## config.mk

```make
export PLATFORM = sky130hd
export DESIGN_NAME = screen_luminance_meter_top
export DESIGN_NICKNAME = d
export VERILOG_FILES = /design/src/design/slm_pkg.sv /design/src/design/slm_ram.sv /design/src/design/slm_divider.sv /design/src/design/slm_datapath.sv /design/src/design/slm_ctrl.sv /design/src/design/screen_luminance_meter_top.sv
export SDC_FILE = /design/constraint.sdc
export NUM_CORES = 2
export LEC_CHECK = 0
export ABC_AREA = 1
export BUFFER_PORTS_ARGS = -buffer_cell sky130_fd_sc_hd__buf_2
export CAP_MARGIN = 25
export CELL_PAD_IN_SITES_DETAIL_PLACEMENT = 0
export CELL_PAD_IN_SITES_GLOBAL_PLACEMENT = 1
export CORE_MARGIN = 4
export CORE_UTILIZATION = 52
export CTS_CLUSTER_SIZE = 28
export DETAILED_ROUTE_END_ITERATION = 8
export PLACE_DENSITY = 0.92
export SLEW_MARGIN = 20
export SYNTH_ARGS = -nofsm -noshare
export SYNTH_HDL_FRONTEND = slang
export SYNTH_HIERARCHICAL = 1
export SYNTH_SLANG_ARGS = --single-unit
```

## constraint.sdc

```tcl
create_clock -name i_clk -period 6.25 [get_ports i_clk]
set_input_delay 0.9375 -clock i_clk [delete_from_list [all_inputs] [get_ports i_clk]]
set_output_delay 0.9375 -clock i_clk [all_outputs]
set_load 0.02 [all_outputs]
```

## src/design/slm_pkg.sv

```systemverilog
package slm_pkg;

    localparam int MAX_REGION_WIDTH  = 1024;
    localparam int MAX_REGION_HEIGHT = 1024;
    localparam int GAMMA_ENTRIES     = 32;

    localparam int PIX_W     = 16;
    localparam int CH_W      = 5;
    localparam int GAMMA_AW  = $clog2(GAMMA_ENTRIES);
    localparam int GAMMA_W   = 17;
    localparam int DIM_W     = 11;
    localparam int CFG_IDX_W = 2;

    localparam int POS_W = $clog2(MAX_REGION_WIDTH);
    localparam int ROW_W = $clog2(MAX_REGION_HEIGHT);
    localparam int WC_W  = $clog2(MAX_REGION_WIDTH + 1);
    localparam int HC_W  = $clog2(MAX_REGION_HEIGHT + 1);
    localparam int CNT_W = $clog2(MAX_REGION_WIDTH * MAX_REGION_HEIGHT + 1);

    localparam int LUM_K_W = 10;
    localparam int SUM_W   = GAMMA_W - 1 + CNT_W;
    localparam int PROD_W  = GAMMA_W + LUM_K_W;
    localparam int WSUM_W  = SUM_W + LUM_K_W;
    localparam int DEN_W   = CNT_W + LUM_K_W;
    localparam int DEN2_W  = DEN_W + 1;
    localparam int NUM_W   = WSUM_W + 1;
    localparam int Q_W     = GAMMA_W;
    localparam int DIV_W   = (NUM_W > DEN2_W + Q_W - 1) ? NUM_W : DEN2_W + Q_W - 1;
    localparam int QCNT_W  = $clog2(Q_W + 1);

    localparam int IN_TDATA_W  = ((PIX_W + GAMMA_AW + GAMMA_W + 7) / 8) * 8;
    localparam int OUT_TDATA_W = ((PIX_W + 4 * GAMMA_W + 7) / 8) * 8;

    localparam logic [GAMMA_W-1:0] GAMMA_MAX  = GAMMA_W'(65536);
    localparam logic [DIM_W-1:0]   RST_WIDTH  = DIM_W'(320);
    localparam logic [DIM_W-1:0]   RST_HEIGHT = DIM_W'(240);

    localparam logic [LUM_K_W-1:0] LUM_R     = LUM_K_W'(299);
    localparam logic [LUM_K_W-1:0] LUM_G     = LUM_K_W'(587);
    localparam logic [LUM_K_W-1:0] LUM_B     = LUM_K_W'(114);
    localparam logic [LUM_K_W-1:0] LUM_SCALE = LUM_K_W'(1000);

    localparam logic CMD_MEASURE = 1'b0;
    localparam logic CMD_TABLE   = 1'b1;

    localparam logic FMT_565 = 1'b0;
    localparam logic FMT_555 = 1'b1;

    localparam logic [CFG_IDX_W-1:0] CFG_PIXEL_FORMAT  = 2'd0;
    localparam logic [CFG_IDX_W-1:0] CFG_REGION_WIDTH  = 2'd1;
    localparam logic [CFG_IDX_W-1:0] CFG_REGION_HEIGHT = 2'd2;

    typedef enum logic [1:0] {
        DIV_RED,
        DIV_GREEN,
        DIV_BLUE,
        DIV_LUM
    } t_div_sel;

    typedef struct packed {
        logic     accept;
        logic     accum;
        logic     wsum;
        logic     div_start;
        logic     div_store;
        logic     restart;
        logic     out_load;
        t_div_sel div_sel;
    } t_dp_cmd;

    typedef struct packed {
        logic is_table;
        logic empty;
        logic last;
        logic div_done;
    } t_dp_sts;

endpackage

```

## src/design/slm_ram.sv

```systemverilog
module slm_ram #(
    parameter int WIDTH = 17,
    parameter int DEPTH = 32
) (
    input  logic                     i_clk,
    input  logic                     i_we,
    input  logic [$clog2(DEPTH)-1:0] i_waddr,
    input  logic [WIDTH-1:0]         i_wdata,
    input  logic [$clog2(DEPTH)-1:0] i_raddr,
    output logic [WIDTH-1:0]         o_rdata
);

    logic [WIDTH-1:0] r_mem [DEPTH];
    logic [WIDTH-1:0] r_rdata;

    always_ff @(posedge i_clk) begin
        if (i_we) begin
            r_mem[i_waddr] <= i_wdata;
        end
        r_rdata <= r_mem[i_raddr];
    end

    assign o_rdata = r_rdata;

endmodule

```

## src/design/slm_divider.sv

```systemverilog
module slm_divider import slm_pkg::*; (
    input  logic              i_clk,
    input  logic              i_rst_n,
    input  logic              i_start,
    input  logic [NUM_W-1:0]  i_num,
    input  logic [DEN2_W-1:0] i_den2,
    output logic              o_done,
    output logic [Q_W-1:0]    o_quotient
);

    logic [DIV_W-1:0]  r_rem;
    logic [DIV_W-1:0]  r_div;
    logic [Q_W-1:0]    r_quo;
    logic [QCNT_W-1:0] r_step;
    logic              r_busy;
    logic              r_done;
    logic              w_fit;

    assign w_fit = r_rem >= r_div;

    always_ff @(posedge i_clk) begin
        if (!i_rst_n) begin
            r_busy <= 1'b0;
            r_done <= 1'b0;
            r_step <= '0;
        end else begin
            if (i_start) begin
                r_busy <= 1'b1;
                r_done <= 1'b0;
                r_step <= QCNT_W'(Q_W);
            end else if (r_busy) begin
                r_step <= r_step - QCNT_W'(1);
                r_done <= (r_step == QCNT_W'(1));
                if (r_step == QCNT_W'(1)) begin
                    r_busy <= 1'b0;
                end
            end else begin
                r_done <= 1'b0;
            end
        end
    end

    always_ff @(posedge i_clk) begin
        if (i_start) begin
            r_rem <= DIV_W'(i_num);
            r_div <= DIV_W'(i_den2) << (Q_W - 1);
            r_quo <= '0;
        end else if (r_busy) begin
            if (w_fit) begin
                r_rem <= r_rem - r_div;
            end
            r_div <= r_div >> 1;
            r_quo <= {r_quo[Q_W-2:0], w_fit};
        end
    end

    assign o_done     = r_done;
    assign o_quotient = r_quo;

endmodule

```

## src/design/slm_datapath.sv

```systemverilog
module slm_datapath import slm_pkg::*; (
    input  logic                 i_clk,
    input  logic                 i_rst_n,
    input  logic                 i_command,
    input  logic [PIX_W-1:0]     i_pixel,
    input  logic [GAMMA_AW-1:0]  i_table_index,
    input  logic [GAMMA_W-1:0]   i_table_value,
    input  logic                 i_cfg_valid,
    input  logic [CFG_IDX_W-1:0] i_cfg_index,
    input  logic [DIM_W-1:0]     i_cfg_data,
    input  t_dp_cmd              i_cmd,
    output t_dp_sts              o_sts,
    output logic [PIX_W-1:0]     o_pixel_out,
    output logic                 o_frame_done,
    output logic [GAMMA_W-1:0]   o_avg_red,
    output logic [GAMMA_W-1:0]   o_avg_green,
    output logic [GAMMA_W-1:0]   o_avg_blue,
    output logic [GAMMA_W-1:0]   o_luminance
);

    logic               r_fmt;
    logic [DIM_W-1:0]   r_width;
    logic [DIM_W-1:0]   r_height;
    logic [POS_W-1:0]   r_col;
    logic [ROW_W-1:0]   r_row;
    logic [CNT_W-1:0]   r_count;
    logic [SUM_W-1:0]   r_red_sum;
    logic [SUM_W-1:0]   r_green_sum;
    logic [SUM_W-1:0]   r_blue_sum;
    logic [WSUM_W-1:0]  r_wsum;
    logic [PROD_W-1:0]  r_prod_r;
    logic [PROD_W-1:0]  r_prod_g;
    logic [PROD_W-1:0]  r_prod_b;
    logic [DEN_W-1:0]   r_den;
    logic               r_last;
    logic [PIX_W-1:0]   r_res_pix;
    logic               r_res_done;
    logic [GAMMA_W-1:0] r_res_avg [4];
    logic [PIX_W-1:0]   r_out_pix;
    logic               r_out_done;
    logic [GAMMA_W-1:0] r_out_avg [4];

    logic [WC_W-1:0]    w_w_eff;
    logic [HC_W-1:0]    w_h_eff;
    logic               w_empty;
    logic               w_col_end;
    logic               w_row_end;
    logic               w_border;
    logic               w_meas;
    logic               w_cfg_restart;
    logic [CH_W-1:0]    w_ch_r;
    logic [CH_W-1:0]    w_ch_g;
    logic [CH_W-1:0]    w_ch_b;
    logic [GAMMA_W-1:0] w_gam_r;
    logic [GAMMA_W-1:0] w_gam_g;
    logic [GAMMA_W-1:0] w_gam_b;
    logic [GAMMA_W-1:0] w_tbl_val;
    logic               w_tbl_we;
    logic [NUM_W-1:0]   w_div_num;
    logic [DEN2_W-1:0]  w_div_den2;
    logic               w_div_done;
    logic [Q_W-1:0]     w_quo;

    always_comb begin
        if (32'(r_width) > 32'(MAX_REGION_WIDTH)) begin
            w_w_eff = WC_W'(MAX_REGION_WIDTH);
        end else begin
            w_w_eff = WC_W'(r_width);
        end
        if (32'(r_height) > 32'(MAX_REGION_HEIGHT)) begin
            w_h_eff = HC_W'(MAX_REGION_HEIGHT);
        end else begin
            w_h_eff = HC_W'(r_height);
        end
    end

    assign w_empty   = (w_w_eff == '0) || (w_h_eff == '0);
    assign w_col_end = (WC_W'(r_col) + WC_W'(1)) >= w_w_eff;
    assign w_row_end = (HC_W'(r_row) + HC_W'(1)) >= w_h_eff;
    assign w_border  = (r_row == '0) || (r_col == '0) || w_col_end || w_row_end;
    assign w_meas    = i_cmd.accept && (i_command == CMD_MEASURE) && !w_empty;
    assign w_tbl_we  = i_cmd.accept && (i_command == CMD_TABLE);
    assign w_tbl_val = (i_table_value > GAMMA_MAX) ? GAMMA_MAX : i_table_value;

    assign w_cfg_restart = i_cfg_valid &&
        (i_cfg_index inside {CFG_PIXEL_FORMAT, CFG_REGION_WIDTH, CFG_REGION_HEIGHT});

    always_comb begin
        if (r_fmt == FMT_555) begin
            w_ch_r = i_pixel[14:10];
            w_ch_g = i_pixel[9:5];
        end else begin
            w_ch_r = i_pixel[15:11];
            w_ch_g = i_pixel[10:6];
        end
        w_ch_b = i_pixel[4:0];
    end

    slm_ram #(.WIDTH(GAMMA_W), .DEPTH(GAMMA_ENTRIES)) u_ram_r (
        .i_clk   (i_clk),
        .i_we    (w_tbl_we),
        .i_waddr (i_table_index),
        .i_wdata (w_tbl_val),
        .i_raddr (GAMMA_AW'(w_ch_r)),
        .o_rdata (w_gam_r)
    );

    slm_ram #(.WIDTH(GAMMA_W), .DEPTH(GAMMA_ENTRIES)) u_ram_g (
        .i_clk   (i_clk),
        .i_we    (w_tbl_we),
        .i_waddr (i_table_index),
        .i_wdata (w_tbl_val),
        .i_raddr (GAMMA_AW'(w_ch_g)),
        .o_rdata (w_gam_g)
    );

    slm_ram #(.WIDTH(GAMMA_W), .DEPTH(GAMMA_ENTRIES)) u_ram_b (
        .i_clk   (i_clk),
        .i_we    (w_tbl_we),
        .i_waddr (i_table_index),
        .i_wdata (w_tbl_val),
        .i_raddr (GAMMA_AW'(w_ch_b)),
        .o_rdata (w_gam_b)
    );

    always_comb begin
        case (i_cmd.div_sel)
            DIV_RED: begin
                w_div_num  = NUM_W'({r_red_sum, 1'b0}) + NUM_W'(r_count);
                w_div_den2 = DEN2_W'({r_count, 1'b0});
            end
            DIV_GREEN: begin
                w_div_num  = NUM_W'({r_green_sum, 1'b0}) + NUM_W'(r_count);
                w_div_den2 = DEN2_W'({r_count, 1'b0});
            end
            DIV_BLUE: begin
                w_div_num  = NUM_W'({r_blue_sum, 1'b0}) + NUM_W'(r_count);
                w_div_den2 = DEN2_W'({r_count, 1'b0});
            end
            default: begin
                w_div_num  = NUM_W'({r_wsum, 1'b0}) + NUM_W'(r_den);
                w_div_den2 = DEN2_W'({r_den, 1'b0});
            end
        endcase
    end

    slm_divider u_div (
        .i_clk      (i_clk),
        .i_rst_n    (i_rst_n),
        .i_start    (i_cmd.div_start),
        .i_num      (w_div_num),
        .i_den2     (w_div_den2),
        .o_done     (w_div_done),
        .o_quotient (w_quo)
    );

    always_ff @(posedge i_clk) begin
        if (!i_rst_n) begin
            r_fmt       <= FMT_565;
            r_width     <= RST_WIDTH;
            r_height    <= RST_HEIGHT;
            r_col       <= '0;
            r_row       <= '0;
            r_count     <= '0;
            r_red_sum   <= '0;
            r_green_sum <= '0;
            r_blue_sum  <= '0;
            r_wsum      <= '0;
        end else begin
            if (i_cfg_valid) begin
                case (i_cfg_index)
                    CFG_PIXEL_FORMAT:  r_fmt    <= i_cfg_data[0];
                    CFG_REGION_WIDTH:  r_width  <= i_cfg_data;
                    CFG_REGION_HEIGHT: r_height <= i_cfg_data;
                    default: ;
                endcase
            end
            if (i_cmd.restart || w_cfg_restart) begin
                r_col       <= '0;
                r_row       <= '0;
                r_count     <= '0;
                r_red_sum   <= '0;
                r_green_sum <= '0;
                r_blue_sum  <= '0;
                r_wsum      <= '0;
            end else begin
                if (w_meas) begin
                    r_count <= r_count + CNT_W'(1);
                    if (w_col_end) begin
                        r_col <= '0;
                        if (!w_row_end) begin
                            r_row <= r_row + ROW_W'(1);
                        end
                    end else begin
                        r_col <= r_col + POS_W'(1);
                    end
                end
                if (i_cmd.accum) begin
                    r_red_sum   <= r_red_sum + SUM_W'(w_gam_r);
                    r_green_sum <= r_green_sum + SUM_W'(w_gam_g);
                    r_blue_sum  <= r_blue_sum + SUM_W'(w_gam_b);
                end
                if (i_cmd.wsum) begin
                    r_wsum <= r_wsum + WSUM_W'(r_prod_r) + WSUM_W'(r_prod_g)
                            + WSUM_W'(r_prod_b);
                end
            end
        end
    end

    always_ff @(posedge i_clk) begin
        if (i_cmd.accept) begin
            r_res_avg[0] <= '0;
            r_res_avg[1] <= '0;
            r_res_avg[2] <= '0;
            r_res_avg[3] <= '0;
            if (i_command == CMD_TABLE) begin
                r_res_pix  <= '0;
                r_res_done <= 1'b0;
            end else if (w_empty) begin
                r_res_pix  <= i_pixel;
                r_res_done <= 1'b1;
            end else begin
                r_res_pix  <= w_border ? ~i_pixel : i_pixel;
                r_res_done <= w_col_end && w_row_end;
            end
            r_last <= w_col_end && w_row_end;
        end
        if (i_cmd.accum) begin
            r_prod_r <= PROD_W'(w_gam_r) * PROD_W'(LUM_R);
            r_prod_g <= PROD_W'(w_gam_g) * PROD_W'(LUM_G);
            r_prod_b <= PROD_W'(w_gam_b) * PROD_W'(LUM_B);
        end
        if (i_cmd.wsum) begin
            r_den <= DEN_W'(r_count) * DEN_W'(LUM_SCALE);
        end
        if (i_cmd.div_store) begin
            r_res_avg[i_cmd.div_sel] <= w_quo;
        end
        if (i_cmd.out_load) begin
            r_out_pix    <= r_res_pix;
            r_out_done   <= r_res_done;
            r_out_avg[0] <= r_res_avg[0];
            r_out_avg[1] <= r_res_avg[1];
            r_out_avg[2] <= r_res_avg[2];
            r_out_avg[3] <= r_res_avg[3];
        end
    end

    always_comb begin
        o_sts          = '0;
        o_sts.is_table = (i_command == CMD_TABLE);
        o_sts.empty    = w_empty;
        o_sts.last     = r_last;
        o_sts.div_done = w_div_done;
    end

    assign o_pixel_out  = r_out_pix;
    assign o_frame_done = r_out_done;
    assign o_avg_red    = r_out_avg[0];
    assign o_avg_green  = r_out_avg[1];
    assign o_avg_blue   = r_out_avg[2];
    assign o_luminance  = r_out_avg[3];

endmodule

```

## src/design/slm_ctrl.sv

```systemverilog
module slm_ctrl import slm_pkg::*; (
    input  logic    i_clk,
    input  logic    i_rst_n,
    input  logic    i_in_valid,
    output logic    o_in_ready,
    output logic    o_out_valid,
    input  logic    i_out_ready,
    input  t_dp_sts i_sts,
    output t_dp_cmd o_cmd
);

    typedef enum logic [2:0] {
        S_IDLE,
        S_ACCUM,
        S_WSUM,
        S_DIV_START,
        S_DIV_WAIT,
        S_EMIT
    } t_state;

    t_state   r_state;
    t_div_sel r_div_sel;
    logic     r_out_valid;
    logic     w_out_free;

    assign w_out_free = !r_out_valid || i_out_ready;

    always_comb begin
        o_cmd           = '0;
        o_cmd.div_sel   = r_div_sel;
        o_cmd.accept    = (r_state == S_IDLE) && i_in_valid;
        o_cmd.accum     = (r_state == S_ACCUM);
        o_cmd.wsum      = (r_state == S_WSUM);
        o_cmd.div_start = (r_state == S_DIV_START);
        o_cmd.div_store = (r_state == S_DIV_WAIT) && i_sts.div_done;
        o_cmd.restart   = o_cmd.div_store && (r_div_sel == DIV_LUM);
        o_cmd.out_load  = (r_state == S_EMIT) && w_out_free;
    end

    always_ff @(posedge i_clk) begin
        if (!i_rst_n) begin
            r_state     <= S_IDLE;
            r_div_sel   <= DIV_RED;
            r_out_valid <= 1'b0;
        end else begin
            if (r_out_valid && i_out_ready && !o_cmd.out_load) begin
                r_out_valid <= 1'b0;
            end
            case (r_state)
                S_IDLE: begin
                    if (i_in_valid) begin
                        r_state <= (i_sts.is_table || i_sts.empty) ? S_EMIT : S_ACCUM;
                    end
                end
                S_ACCUM: begin
                    r_state <= S_WSUM;
                end
                S_WSUM: begin
                    r_div_sel <= DIV_RED;
                    r_state   <= i_sts.last ? S_DIV_START : S_EMIT;
                end
                S_DIV_START: begin
                    r_state <= S_DIV_WAIT;
                end
                S_DIV_WAIT: begin
                    if (i_sts.div_done) begin
                        if (r_div_sel == DIV_LUM) begin
                            r_state <= S_EMIT;
                        end else begin
                            r_div_sel <= t_div_sel'(r_div_sel + 2'd1);
                            r_state   <= S_DIV_START;
                        end
                    end
                end
                S_EMIT: begin
                    if (w_out_free) begin
                        r_out_valid <= 1'b1;
                        r_state     <= S_IDLE;
                    end
                end
                default: begin
                    r_state <= S_IDLE;
                end
            endcase
        end
    end

    assign o_in_ready  = (r_state == S_IDLE);
    assign o_out_valid = r_out_valid;

endmodule

```

## src/design/screen_luminance_meter_top.sv

```systemverilog
// A pixel beat steps the controller through ACCUM, WSUM and EMIT; no new beat is taken
// until EMIT has loaded its result into the output register. Table beats and empty-region
// pixels skip to EMIT. A region-closing pixel adds four divisions on one shared divider.
// A result waiting in the output register stalls only the controller's final step.
// Reset is synchronous, active low: clears control, positions, sums and count, and sets
// 565 format, 320 x 240; the gamma table is not cleared and holds garbage until loaded.
module screen_luminance_meter_top import slm_pkg::*; (
    input  logic                   i_clk,
    input  logic                   i_rst_n,
    input  logic                   s_axis_tvalid,
    output logic                   s_axis_tready,
    // pixel[15:0], table_index[20:16], table_value[37:21], zero pad
    input  logic [IN_TDATA_W-1:0]  s_axis_tdata,
    // command[0]
    input  logic                   s_axis_tuser,
    output logic                   m_axis_tvalid,
    input  logic                   m_axis_tready,
    // pixel_out[15:0], avg_red[32:16], avg_green[49:33], avg_blue[66:50],
    // luminance[83:67], zero pad
    output logic [OUT_TDATA_W-1:0] m_axis_tdata,
    output logic                   m_axis_tlast,
    input  logic                   i_cfg_valid,
    output logic                   o_cfg_ready,
    input  logic [CFG_IDX_W-1:0]   i_cfg_index,
    input  logic [DIM_W-1:0]       i_cfg_data
);

    t_dp_cmd            w_cmd;
    t_dp_sts            w_sts;
    logic [PIX_W-1:0]   w_pixel_out;
    logic [GAMMA_W-1:0] w_avg_red;
    logic [GAMMA_W-1:0] w_avg_green;
    logic [GAMMA_W-1:0] w_avg_blue;
    logic [GAMMA_W-1:0] w_luminance;

    slm_ctrl u_ctrl (
        .i_clk       (i_clk),
        .i_rst_n     (i_rst_n),
        .i_in_valid  (s_axis_tvalid),
        .o_in_ready  (s_axis_tready),
        .o_out_valid (m_axis_tvalid),
        .i_out_ready (m_axis_tready),
        .i_sts       (w_sts),
        .o_cmd       (w_cmd)
    );

    slm_datapath u_dp (
        .i_clk         (i_clk),
        .i_rst_n       (i_rst_n),
        .i_command     (s_axis_tuser),
        .i_pixel       (s_axis_tdata[PIX_W-1:0]),
        .i_table_index (s_axis_tdata[PIX_W+GAMMA_AW-1:PIX_W]),
        .i_table_value (s_axis_tdata[PIX_W+GAMMA_AW+GAMMA_W-1:PIX_W+GAMMA_AW]),
        .i_cfg_valid   (i_cfg_valid),
        .i_cfg_index   (i_cfg_index),
        .i_cfg_data    (i_cfg_data),
        .i_cmd         (w_cmd),
        .o_sts         (w_sts),
        .o_pixel_out   (w_pixel_out),
        .o_frame_done  (m_axis_tlast),
        .o_avg_red     (w_avg_red),
        .o_avg_green   (w_avg_green),
        .o_avg_blue    (w_avg_blue),
        .o_luminance   (w_luminance)
    );

    assign o_cfg_ready  = 1'b1;
    assign m_axis_tdata = OUT_TDATA_W'({w_luminance, w_avg_blue, w_avg_green, w_avg_red,
                                        w_pixel_out});

`ifndef SYNTH
    a_stats_zero_mid_frame: assert property (@(posedge i_clk) disable iff (!i_rst_n)
        m_axis_tvalid && !m_axis_tlast |->
            (w_avg_red == '0) && (w_avg_green == '0) && (w_avg_blue == '0) &&
            (w_luminance == '0))
        else $error("statistics nonzero on a beat that does not close the region");

    a_one_beat_in_flight: assert property (@(posedge i_clk) disable iff (!i_rst_n)
        s_axis_tvalid && s_axis_tready |=> !s_axis_tready)
        else $error("input taken again before the previous beat finished");

    a_div_done_busy: assert property (@(posedge i_clk) disable iff (!i_rst_n)
        w_sts.div_done |-> !s_axis_tready && !w_cmd.accept)
        else $error("divider finished while input was open");
`endif

endmodule
```

==> flow_summary.toml <==
[power]
switching_share = 0.370
p_int_mw = 32.6
p_seq_frac = 0.373
ir_worst_vdd_uv = 373
p_switching_mw = 19.2
power_leakage_nw = 55.2
p_clk_frac = 0.279
powerDensity_nw_per_um2 = 391
p_comb_frac = 0.348

[clock_network]
path_clk_slew_ns = 0.06
cts_buffer_depth = 3
cts-resized-gates = 0
cts_buffers = 231
cts_sinks = 2306
cts_root_buf = "clkbuf_16"
tritoncts = "yes"
cts_setup_buffers = 0
cts_htree_levels = 4
hold_buffers = 0
clk_latency_ns = 0.93

[timing]
fin_crit_sh = 0.788
rsz0062_at_grt = "false"
slew_headroom = 0.280
fmax_ghz = 0.203
final_hold_viol_count = 0
period_minus_slack_ns = 4.92
tightestPinTransition_ns = 1.08
finalClockSkew_ns = 0.103
drv_slew = 0
fin_ws_ns = 1.33
fin_tns_setup_ns = 0
hold_ws_ns = 0.264
setup_viol = 0

[die]
die_w_um = 489
die-area_sq_um = 239000
rows = 176
die_y_um = 489
start_util = 0.522
core-area_sq_um = 230000
io-pin-count = 151

[route]
drc_errors = 0
wl_per_cell_um = 21.0
antenna_left = 0
drt-pass1-iter-count = 6
wl_um = 343000
via_per_inst = 5.64
vias = 92000
drtIter0Drc = 9717

[yosys]
synthArstFlopShare = 0
synth_warnings = 6
synth_edf_count = 1987
ys_seq_area_frac = 0.550
syn_avg_cell_area_sq_um = 9.26
ys_types = 54
synthCells = 13000
ys_ff_latch = 2306
synth_ff_type = "edfxtp_1"
syn_area_sq_um = 120000

[place]
post-place-cells = 15800
dp_hpwl_um = 233000
place_congestion = 0.977
post_dp_cell_area_sq_um = 124000
io_buffers = 143
detailedPlace.worstSlack_ns = 1.31

[setup_path]
crit_type = "register to register"
arrival_ns = 5.53
cp-end-kind = "register"
crit_path_max_fanout = 9
cp-start-kind = "register"
path_common_cell = "fa_1"
slowest_stage = "fa_1"
path_cells = "inv_1 > fa_1 > fa_1 > fa_1 > fa_1 > inv_1 > ha_1 > a21oi_1 > a21boi_0 > o21ai_0 > nand3_1 > nand3_1 > xor2_1"
required_ns = 6.86
slowest_delay_ns = 0.60

[global_route]
grt_max_degree = 193
grt.total_usage = 0.282
grt_pass1_wl_um = 519000
overflow = 0
grt_pass1_vias = 87800
antenna_found_initial = 15

[cells_and_area]
stdcell_area_sq_um = 132000
nets = 13800
fill_cells = 19500
drive_above_1_share = 0.0650
area_delta_synth_final_pct = 10.3
stdcell_count = 16300

[job]
maxCapViolCount = 0

[hold_path]
worstHoldPathType = "input port to register"

[run_status]
status = "finished clean"
==> worst max-delay path: cells and delay by family, from the launching register on <==
| kind | cells | cell delay (ns) |
|---|---|---|
| flops | 1 | 0.59 |
| simple gates | 2 | 0.28 |
| xor+xnor | 1 | 0.16 |
| fa+ha+maj | 5 | 2.40 |
| compound gates | 3 | 0.95 |
| buf+inv | 2 | 0.26 |
==> registers in the layout, indices dropped and copies added, names as in the netlist, 11 cells and up <==
name	cells
u_dp/o_pixel_out	16
u_dp/r_blue_sum	37
u_dp/r_count	21
u_dp/r_den	28
u_dp/r_green_sum	37
u_dp/r_height	11
u_dp/r_out_avg	68
u_dp/r_prod_b	23
u_dp/r_prod_g	27
u_dp/r_prod_r	26
u_dp/r_red_sum	37
u_dp/r_res_avg	68
u_dp/r_res_pix	16
u_dp/r_width	11
u_dp/r_wsum	47
u_dp/u_div/o_quotient	17
u_dp/u_div/r_div	48
u_dp/u_div/r_rem	48
u_dp/u_ram_b/o_rdata	17
u_dp/u_ram_b/r_mem	544
u_dp/u_ram_g/o_rdata	17
u_dp/u_ram_g/r_mem	544
u_dp/u_ram_r/o_rdata	17
u_dp/u_ram_r/r_mem	544
==> cell usage in the layout, fill, tap and decap left out, types with 86 or more instances in the layout <==
cell type  instances
ha_1             499
fa_1             234
buf_2            140
xor2_1           131
nand2_1         4113
inv_1           1211
nor2_1           906
nor3_1            86
buf_4            153
dfxtp_1          319
nand3_1         1679
clkbuf_16        231
o21ai_0          372
edfxtp_1        1987
a21oi_1          387
==> metrics by stage <==
stage	util	power [mW]
after floorplan	-	32.0
after global placement	0.539	37.1
after detailed placement	0.540	37.4
after CTS	0.575	51.9
after global routing	0.576	55.0
final	0.576	51.8
==> cells by family after synthesis <==
logic type,count (synthesis),share of synthesized area
fa+ha+maj,735,0.0912
simple gates,7068,0.245
compound gates,945,0.0419
other cells,3,0.0000938
xor+xnor,179,0.0131
flops,2306,0.550
buf+inv,1727,0.0583
==> Yosys cell counts, types with 11 or more instances <==
library cell,count,area share
buf_2,212,0.0088
inv_1,1213,0.038
xnor2_1,48,0.0035
o21bai_1,23,0.0014
nand3b_1,18,0.0011
buf_1,35,0.0011
a21o_1,24,0.0015
nand4_1,84,0.0044
dfxtp_1,319,0.053
o21a_1,12,0.00075
nand2_1,4114,0.13
inv_2,21,0.00066
clkinv_1,12,0.00038
a21oi_1,388,0.016
o21ai_1,46,0.0019
nor2_2,42,0.0022
buf_6,11,0.0010
clkbuf_1,177,0.0055
ha_1,501,0.052
fa_1,234,0.039
o22ai_1,30,0.0016
nor4_1,25,0.0013
edfxtp_1,1987,0.50
xor2_1,131,0.0096
nor3_1,88,0.0037
and2_1,11,0.00057
nand2_2,29,0.0015
nand3_1,1679,0.070
o21ai_0,382,0.016
nor2_1,939,0.029
buf_4,44,0.0028
==> final timing paths <==
check                        start                     to  slack, ns  depth (start not counted)
max                u_dp/r_count[2]         u_dp/r_den[30]       1.33                         13
min                  i_cfg_data[4]       u_dp/r_height[4]       0.26                          3
max reg2reg        u_dp/r_count[2]         u_dp/r_den[30]       1.33                         13
min reg2reg  u_dp/r_res_avg[2][11]  u_dp/r_out_avg[2][11]       0.38                          0
==> power by group through the flow <==
stage,logic (mW),clock network [mW],registers [mW]
2_1_floorplan,12.8,0,19.2
3_3_place_gp,17.5,0,19.6
3_5_place_dp,17.7,0,19.6
4_1_cts,17.9,14.7,19.3
5_1_grt,20.3,15.3,19.4
6_report,18.0,14.5,19.3
==> final cells by class <==
class / instances / area (sq um) / share of cell area
Timing Repair Buffer: 324 / 2390 / 0.0180
Tap cell: 3026 / 3790 / 0.0286
Clock buffer: 279 / 6030 / 0.0455
Inverter: 1247 / 4730 / 0.0357
Antenna cell: 36 / 90.1 / 0.000680
Sequential cell: 2306 / 66100 / 0.499
Multi-Input combinational cell: 8933 / 47400 / 0.358
Clock inverter: 160 / 2020 / 0.0152
==> layer usage <==
metal,vias up,track usage,share of wire,routed length (um)
met1,44100,0.385,0.41,141000
li1,43400,-,-,-
met5,-,0,0.00012,40
met4,8,0.123,0.046,15800
met3,617,0.0403,0.078,26800
met2,3926,0.453,0.47,160000
No activity file was read; power rests on OpenSTA's default activity.
